`src/hdl/assert_macros.svh`:
```
// assertion helpers shared by the rtl
`ifndef ASSERT_MACROS_SVH
`define ASSERT_MACROS_SVH

// property holds at every active clock edge outside reset
`define ASSERT_HOLDS(label, prop, msg) \
    label: assert property (@(posedge i_clk) disable iff (!i_rst_n) prop) \
        else $error(msg);

// condition in this cycle implies the next-cycle condition
`define ASSERT_NEXT(label, cond, nxt, msg) \
    label: assert property (@(posedge i_clk) disable iff (!i_rst_n) (cond) |=> (nxt)) \
        else $error(msg);

`endif

```
`src/hdl/crt_pkg.sv`:
```
package crt_pkg;

    // resolution register
    localparam int CFG_W = 7;
    localparam logic [CFG_W-1:0] CFG_RESET = 7'd20;
    localparam int RES_MIN = 2;

    // curve parameter t, unsigned q1.16 in 0..1
    localparam int T_FRAC = 16;
    localparam int T_W = T_FRAC + 1;
    localparam logic [T_W-1:0] T_ONE = 17'h10000;
    localparam int DIV_CNT_W = $clog2(T_W + 1);

    // accumulator guard bits above the coordinate width
    localparam int ACC_GUARD = 6;

    // window fill level at which a segment is complete
    localparam logic [1:0] WIN_FULL = 2'd3;

    // coefficient added by a horner step
    typedef enum logic [1:0] {
        SEL_C,
        SEL_B,
        SEL_A
    } t_coef_sel;

    // sequencer to datapath controls
    typedef struct packed {
        logic      coef_load;
        logic      acc_load;
        logic      acc_step;
        t_coef_sel sel;
    } t_mac_ctrl;

    // sequencer to t generator controls
    typedef struct packed {
        logic start;
        logic advance;
    } t_tgen_ctrl;

endpackage

```
`src/hdl/crt_tgen.sv`:
```
module crt_tgen #(
    parameter int DEN_W = 6
) (
    input  logic                     i_clk,
    input  logic                     i_rst_n,
    input  crt_pkg::t_tgen_ctrl      i_ctrl,
    input  logic [DEN_W-1:0]         i_den,
    output logic [crt_pkg::T_W-1:0]  o_t,
    output logic                     o_ready
);

    logic [crt_pkg::DIV_CNT_W-1:0] r_cnt;
    logic [DEN_W-1:0]              r_den;
    logic [DEN_W-1:0]              r_rem;
    logic [crt_pkg::T_W-1:0]       r_quot;
    logic [crt_pkg::T_W-1:0]       r_t;
    logic [DEN_W-1:0]              r_frac;

    logic                          div_bit;
    logic [DEN_W:0]                div_shift;
    logic                          div_ge;
    logic [DEN_W:0]                div_diff;
    logic [DEN_W:0]                frac_sum;
    logic                          frac_wrap;
    logic [DEN_W:0]                frac_diff;

    // restoring divider: one quotient bit of 2^16 / den per cycle
    assign div_bit   = (r_cnt == crt_pkg::DIV_CNT_W'(crt_pkg::T_W));
    assign div_shift = {r_rem, div_bit};
    assign div_ge    = (div_shift >= {1'b0, r_den});
    assign div_diff  = div_shift - {1'b0, r_den};

    // t step: add quotient, carry one when the fraction wraps past den
    assign frac_sum  = {1'b0, r_frac} + {1'b0, r_rem};
    assign frac_wrap = (frac_sum >= {1'b0, r_den});
    assign frac_diff = frac_sum - {1'b0, r_den};

    // divider step counter
    always_ff @(posedge i_clk) begin
        if (!i_rst_n) begin
            r_cnt <= '0;
        end else if (i_ctrl.start) begin
            r_cnt <= crt_pkg::DIV_CNT_W'(crt_pkg::T_W);
        end else if (r_cnt != '0) begin
            r_cnt <= r_cnt - 1'b1;
        end
    end

    // divider and t accumulator datapath
    always_ff @(posedge i_clk) begin
        if (i_ctrl.start) begin
            r_den  <= i_den;
            r_rem  <= '0;
            r_quot <= '0;
            r_t    <= '0;
            r_frac <= i_den >> 1;
        end else if (r_cnt != '0) begin
            r_rem  <= div_ge ? div_diff[DEN_W-1:0] : div_shift[DEN_W-1:0];
            r_quot <= {r_quot[crt_pkg::T_W-2:0], div_ge};
        end else if (i_ctrl.advance) begin
            r_frac <= frac_wrap ? frac_diff[DEN_W-1:0] : frac_sum[DEN_W-1:0];
            r_t    <= r_t + r_quot + crt_pkg::T_W'(frac_wrap);
        end
    end

    assign o_t     = r_t;
    assign o_ready = (r_cnt == '0);

endmodule

```
`config.mk`:
```
export PLATFORM = sky130hd
export DESIGN_NAME = crt_tgen
export DESIGN_NICKNAME = d
export VERILOG_FILES = /design/src/hdl/assert_macros.svh /design/src/hdl/crt_pkg.sv /design/src/hdl/crt_tgen.sv
export SDC_FILE = /design/constraint.sdc
export NUM_CORES = 1
export LEC_CHECK = 0
export BUFFER_PORTS_ARGS = -buffer_cell sky130_fd_sc_hd__buf_2
export CORE_ASPECT_RATIO = 1.1
export CORE_UTILIZATION = 50
export DETAILED_ROUTE_END_ITERATION = 12
export PLACE_DENSITY = 0.71
export SLEW_MARGIN = 20
export SYNTH_ARGS = -nofsm -noshare
export SYNTH_HDL_FRONTEND = slang
export SYNTH_SLANG_ARGS = --single-unit
```
`constraint.sdc`:
```
create_clock -name i_clk -period 4.6 [get_ports i_clk]
set_input_delay 0.69 -clock i_clk [delete_from_list [all_inputs] [get_ports i_clk]]
set_output_delay 0.69 -clock i_clk [all_outputs]
set_load 0.01 [all_outputs]
```
==> flow_summary_export.csv, run 1 <==
group,metric,value,unit
critical_path,cp_slowest_cell,"or4_1",
floorplan,core_area,7432,µm²
pwr,p_int,0.001545,W
floorplan,start_util,0.5130,
timing,worst_pin_slew,0.7155,ns
placement,dp_hpwl,6552,µm
global_routing,grt_max_degree,58,
floorplan,dieArea,7978,µm²
clocking,htree_levels,3,
final_layout,antenna-diode-count,0,
global_routing,grt_pass1_vias,3203,
clocking,cts-buffers-inserted,9,
placement,dpl.cell_count,562,
floorplan,rows,33,
critical_path,path_cells,"ha_1 -> inv_1 -> or4_1 -> o2111ai_1 -> ha_1 -> nand2_1 -> nor2_2 -> a2111oi_2 -> and2_1 -> nand2_2 -> inv_2 -> fa_2 -> fa_2 -> and2b_2 -> o31ai_4 -> a21o_1 -> a21oi_2 -> mux2i_1 -> mux2_1",
final_layout,drive_gt1_frac,0.1599,
placement,port_buffers,27,
logic_synthesis,syn-num-nets,508,
logic_synthesis,yosysTopAreaCell,"dfxtp_1",
critical_path,path_max_fanout,5,
logic_synthesis,yosysTopAreaCellShare,0.2415,
pwr,powerDensity,617.8,nW/µm²
route,via_per_inst,5.990,
final_layout,area_growth,13.13,%
route,wl_met1,4360,µm
floorplan,pin_count,28,
logic_synthesis,ys_seq_area_frac,0.3282,
pwr,p_sw,0.001119,W
placement,dp_worst_setup_slack,-0.02111,ns
clocking,clkTransAtPathRegs,0.07,ns
final_layout,nets,540,
critical_path,r2r_cells,19,
global_routing,grt_pass1_wl,15020,µm
timing,fin_crit,4.443,ns
route,finalWirelength,9212,µm
pwr,p_leak,1.845,nW
critical_path,arrival,4.66,ns
flow_run,maxCapViolations,0,
clocking,clock_latency,0.34,ns
pwr,seqPwrFrac,0.248,
route,drc,0,
logic_synthesis,synthFlopType,"dfxtp_1",
timing,finalMaxSlewViolations,0,
timing,min_period_over_period,0.9659,
placement,gp_congestion,0.8785,
timing,max-slew-margin-rel,0.5204,
timing,rsz0062_at_grt,"true",
route,wl_per_cell,15.86,µm
clocking,clock-root-buffer,"clkbuf_8",
critical_path,max_stage_delay,0.52,ns
logic_synthesis,synth-async-reset-ratio,0,
route,wl_met3,464,µm
logic_synthesis,synth_warnings,0,
hold_path,hold_class,"reg2reg",
critical_path,crit_cells,19,
logic_synthesis,synth_seq_cells,57,
critical_path,crit_family,"simple AND/OR/NAND/NOR gates",
route,first_pass_iters,4,
final_layout,multi_input_area,2399,µm²
hold_path,holdPathStages,2,
pwr,p_clk_frac,0.186,
logic_synthesis,syn_area_per_cell,8.342,µm²
final_layout,stdcell_count,581,
timing,hold_viol,0,
global_routing,antenna_found_initial,0,
pwr,vdd_ir_drop_max,0.3321,mV
final_layout,fillers,699,
timing,setup_slack,0.1568,ns
floorplan,die_h,93.58,µm
clocking,cts_num_sinks,57,
route,routed.top_layer,"met4",
global_routing,grt_overflow_total,0,
timing,fin_worst_skew,0.01057,ns
logic_synthesis,synth_area,3812,µm²
status,status,"completed",
global_routing,grt_use_total,0.2396,
critical_path,crit_type,"reg2reg",
final_layout,regArea,1252,µm²
logic_synthesis,syn-instance-count,457,
logic_synthesis,ys_types,70,
logic_synthesis,yosys-top-cells-area,"dfxtp_1 (24%), ha_1 (12%), edfxtp_1 (8.7%)",
critical_path,crit_path_end_kind,"register",
pwr,swShare,0.4201,
clocking,cts_tree,"yes",
logic_synthesis,synth_enable_flop_cells,11,
route,vias,3480,
floorplan,die_w,85.26,µm
clocking,cts_buffer_depth,2,
timing,max_freq,225.1,MHz
route,first_iter_violations,198,
timing,finalSetupViolCount,0,
pwr,p_comb_frac,0.566,
route,met2WireLength,4187,µm
critical_path,cp-start-kind,"register",
critical_path,cp_data_required_time,4.82,ns
route,ant_nets,0,
critical_path,critPathBufInv,2,
-- power by group through the flow --
stage                     registers (W)  logic, W  clock network (W)
after CTS                      0.000658   0.00142           0.000502
after global routing           0.000670   0.00167           0.000525
after floorplan                0.000655   0.00106                  0
after global placement         0.000665   0.00137                  0
after detailed placement       0.000671   0.00139                  0
final                          0.000662   0.00151           0.000496
-- Yosys cell counts, types with 6 or more instances --
cell,instances
a211oi_1,8
a21o_1,6
a21oi_1,43
clkbuf_1,10
dfxtp_1,46
edfxtp_1,11
ha_1,36
inv_1,32
nand2_1,63
nand3_1,12
nor2_1,30
nor3_1,13
o21ai_0,15
o21ai_1,6
or3_1,6
xnor2_1,9
-- placed cells by master, fill, tap and decap left out, types with 5 or more instances in the layout --
master and instances:
a211oi_1 8, a21o_1 6, a21oi_1 42, and3_1 5
buf_2 27, buf_4 11, clkbuf_8 12, dfxtp_1 45
edfxtp_1 11, ha_1 36, inv_1 31, nand2_1 62
nand3_1 12, nand4_1 5, nor2_1 29, nor2b_1 5
nor3_1 13, o21ai_0 15, o21ai_1 6, or3_1 6
xnor2_1 9
-- layout make-up --
class / count / share of cell area
Multi-Input combinational cell: 349 / 0.5561
Sequential cell: 57 / 0.2904
Timing Repair Buffer: 38 / 0.05048
Clock buffer: 14 / 0.04003
Inverter: 34 / 0.02959
Tap cell: 87 / 0.02524
Clock inverter: 2 / 0.008123
-- repair_timing --
item / 4_1_cts / 5_1_grt
pin swaps: 0 / 7
hold buffers: 0 / 0
gates resized for setup: 2 / 10
cloned: 0 / 0
buffers inserted: 0 / 3
endpoints found under the setup margin: 1 / 7
-- cells by family after synthesis --
family,Yosys count,synth area share
DFF,57,0.3282
buffers and inverters,51,0.05251
xor gates and xnor gates,13,0.02987
AOI/OAI and AO/OA,132,0.2406
adders and majority gates,41,0.1444
muxes,2,0.005579
and+or+nand+nor,161,0.1989
-- tightest hold or removal path: stages, from the launching register on --
cell	delay, ns
dfxtp_1	0.31
nand2_1	0.05
a21oi_1	0.06
-- registers in the layout, indices dropped and copies added (netlist names) --
name    cells
r_cnt       5
r_quot     17
r_rem       6
r_den       6
o_t        17
r_frac      6
-- per-stage QoR --
step	utilization	power, W	setup TNS [ns]	hold slack, ns	area [µm²]
6_report	0.5803	0.002665	0	0.4645	4313
2_1_floorplan	-	0.001719	0	0.4363	3812
3_5_place_dp	0.5441	0.002065	-0.02111	0.4594	4044
4_1_cts	0.5729	0.002580	0	0.4673	4258
5_1_grt	0.5803	0.002865	-0.2925	0.4885	4313
3_3_place_gp	0.5441	0.002034	0	0.4468	4044
-- path summary, 6_finish.rpt --
path	startpoint	endpoint	slack (ns)
worst max-delay path	r_frac[4]$_DFFE_PP_	o_t[16]$_SDFFE_PP0P_	0.16
worst min-delay path	r_quot[0]$_SDFFE_PP0N_	r_quot[1]$_SDFFE_PP0N_	0.46
worst max register to register	r_frac[4]$_DFFE_PP_	o_t[16]$_SDFFE_PP0P_	0.16
worst min register to register	r_quot[0]$_SDFFE_PP0N_	r_quot[1]$_SDFFE_PP0N_	0.46
-- routing by layer --
metal	vias to the layer above	GRT usage
li1	1718	-
met5	-	0
met1	1651	0.3218
met3	19	0.03795
met4	0	0.1028
met2	92	0.3817
No activity file was read; power rests on OpenSTA's default activity.
==> inputs of run 2 (changes only) <==
--- a/config.mk
+++ b/config.mk
@@ -5,11 +5,11 @@
 export SDC_FILE = /design/constraint.sdc
 export NUM_CORES = 1
 export LEC_CHECK = 0
-export BUFFER_PORTS_ARGS = -buffer_cell sky130_fd_sc_hd__buf_2
+export BUFFER_PORTS_ARGS = -buffer_cell sky130_fd_sc_hd__buf_4
 export CORE_ASPECT_RATIO = 1.1
-export CORE_UTILIZATION = 50
+export CORE_UTILIZATION = 42
 export DETAILED_ROUTE_END_ITERATION = 12
-export PLACE_DENSITY = 0.71
+export PLACE_DENSITY_LB_ADDON = 0.15
 export SLEW_MARGIN = 20
 export SYNTH_ARGS = -nofsm -noshare
 export SYNTH_HDL_FRONTEND = slang
==> run 2 against run 1 <==
Against the previous run:
- worst hold slack gained 0.0029 ns
- via count shrank 1.6%
- worst setup slack gained 0.10 ns
- largest power group unchanged
==> flow_summary_export.csv, run 2 (synthesis results as in run 1) <==
group,metric,value,unit
clocking,cts-buffers-inserted,9,
pwr,p_total,0.002663,W
pwr,vdd_ir_drop_max,0.2656,mV
timing,min_period_over_period,0.9434,
critical_path,path_cells,"ha_1 -> inv_1 -> or4_4 -> o2111ai_2 -> ha_1 -> nand2_1 -> nor2_2 -> a2111oi_2 -> and2_1 -> nand2_2 -> inv_2 -> fa_2 -> fa_2 -> and2b_2 -> o31ai_4 -> a211oi_2 -> buf_4 -> or3_1 -> nand3_1 -> a21oi_1",
critical_path,max_stage_delay,0.53,ns
clocking,cts_buffer_depth,2,
route,wl_per_cell,15.92,µm
floorplan,rows,36,
timing,finalSetupViolCount,0,
route,first_pass_iters,4,
critical_path,crit_type,"reg2reg",
global_routing,grt_pass1_vias,3326,
clocking,clock-root-buffer,"clkbuf_8",
timing,fin_crit,4.340,ns
clocking,clock_latency,0.35,ns
timing,max-slew-margin-rel,0.4949,
global_routing,antenna_found_initial,0,
pwr,powerDensity,603.4,nW/µm²
placement,dp_worst_setup_slack,0.07827,ns
final_layout,design_area,4413,µm²
global_routing,grt_max_degree,59,
floorplan,core_area,8828,µm²
final_layout,final_common_cell,"nand2_1",
critical_path,critPathBufInv,3,
flow_run,maxCapViolations,0,
placement,dp_hpwl,6907,µm
placement,placed_area,4138,µm²
final_layout,fillers,895,
route,vias,3424,
clocking,cts_tree,"yes",
placement,port_buffers,27,
critical_path,crit_family,"simple AND/OR/NAND/NOR gates",
global_routing,grt_overflow_total,0,
clocking,clkTransAtPathRegs,0.07,ns
timing,finalMaxSlewViolations,0,
final_layout,antenna-diode-count,0,
timing,fin_worst_skew,0.01401,ns
pwr,p_leak,1.851,nW
final_layout,most-common-layout-cells,"nand2_1 (62), dfxtp_1 (45), a21oi_1 (43), buf_4 (38), ha_1 (36)",
critical_path,cp_data_required_time,4.81,ns
floorplan,start_util,0.4318,
route,first_iter_violations,138,
timing,hold_viol,0,
timing,worst_pin_slew,0.7576,ns
final_layout,nets,540,
route,via_per_inst,5.632,
timing,max_freq,230.4,MHz
placement,gp_congestion,0.8286,
global_routing,grt_use_total,0.2169,
floorplan,die_h,101.9,µm
status,status,"completed",
clocking,ctsHoldBuffers,0,
global_routing,grt_pass1_wl,15930,µm
hold_path,hold_class,"reg2reg",
critical_path,path_max_fanout,5,
final_layout,area_growth,15.75,%
floorplan,pin_count,28,
clocking,htree_levels,3,
clocking,cts_num_sinks,57,
critical_path,cp_slowest_cell,"or4_4",
route,finalWirelength,9677,µm
critical_path,arrival,4.55,ns
floorplan,dieArea,9463,µm²
floorplan,die_w,92.84,µm
timing,setup_slack,0.2604,ns
final_layout,drive_gt1_frac,0.1660,
critical_path,crit_path_end_kind,"register",
route,drc,0,
route,ant_nets,0,
critical_path,cp-start-kind,"register",
[run 2: cell types whose count changed in the layout (fill, tap and decap cells not counted), sizes merged]
cell / previous run / this run
clkbuf: 14 / 10
clkinv: 2 / 6
[run 2: metal layers]
layer | up-vias | GRT usage | part of all wire
met5 | - | 0 | 0
met4 | 0 | 0.1053 | 0.018
met3 | 16 | 0.03795 | 0.033
met2 | 54 | 0.3801 | 0.50
met1 | 1640 | 0.2572 | 0.44
li1 | 1714 | - | -
[run 2: power by group]
group	switching (W)	internal (W)	leakage, nW
Combinational	0.000883	0.000657	1.27
Clock	0.000220	0.000247	0.0998
Sequential	0.0000527	0.000604	0.483
[run 2: worst reg2reg max path: stages, from the launching register on]
cell and delay, ns:
dfxtp_1 0.35, ha_1 0.37, inv_1 0.08, or4_4 0.53, o2111ai_2 0.11, ha_1 0.30
nand2_1 0.10, nor2_2 0.05, a2111oi_2 0.23, and2_1 0.21, nand2_2 0.09, inv_2 0.11
fa_2 0.21, fa_2 0.19, and2b_2 0.24, o31ai_4 0.22, a211oi_2 0.12, buf_4 0.16
or3_1 0.33, nand3_1 0.12, a21oi_1 0.08
[run 2: final timing paths]
check                         start                      to  slack (ns)  cells past startpoint
max           r_rem[4]$_SDFFE_PP0N_    o_t[10]$_SDFFE_PP0P_        0.26                     20
min          r_quot[0]$_SDFFE_PP0N_  r_quot[1]$_SDFFE_PP0N_        0.47                      2
max reg2reg   r_rem[4]$_SDFFE_PP0N_    o_t[10]$_SDFFE_PP0P_        0.26                     20
min reg2reg  r_quot[0]$_SDFFE_PP0N_  r_quot[1]$_SDFFE_PP0N_        0.47                      2
[run 2: area by class of cell]
cell class	count	area [µm²]	share of cell area
Sequential cell	57	1252	0.2838
Inverter	34	127.6	0.02892
Timing Repair Buffer	38	285.3	0.06464
Clock buffer	10	127.6	0.02892
Multi-Input combinational cell	349	2419	0.5481
Clock inverter	6	58.81	0.01333
Tap cell	114	142.6	0.03232
[run 2: repair_timing]
action	in CTS	in global routing
buffers inserted	0	4
resized for setup	0	15
endpoints found under the setup margin	0	7
[run 2: stage by stage]
| step | TNS (ns) | std cells | hold slack (ns) | util |
|---|---|---|---|---|
| 4_1_cts | 0 | 604 | 0.4700 | 0.4898 |
| 6_report | 0 | 608 | 0.4675 | 0.4999 |
| 3_3_place_gp | 0 | 588 | 0.4493 | 0.4687 |
| 2_1_floorplan | 0 | 457 | 0.4363 | - |
| 5_1_grt | -0.06071 | 608 | 0.4862 | 0.4999 |
| 3_5_place_dp | 0 | 588 | 0.4596 | 0.4687 |
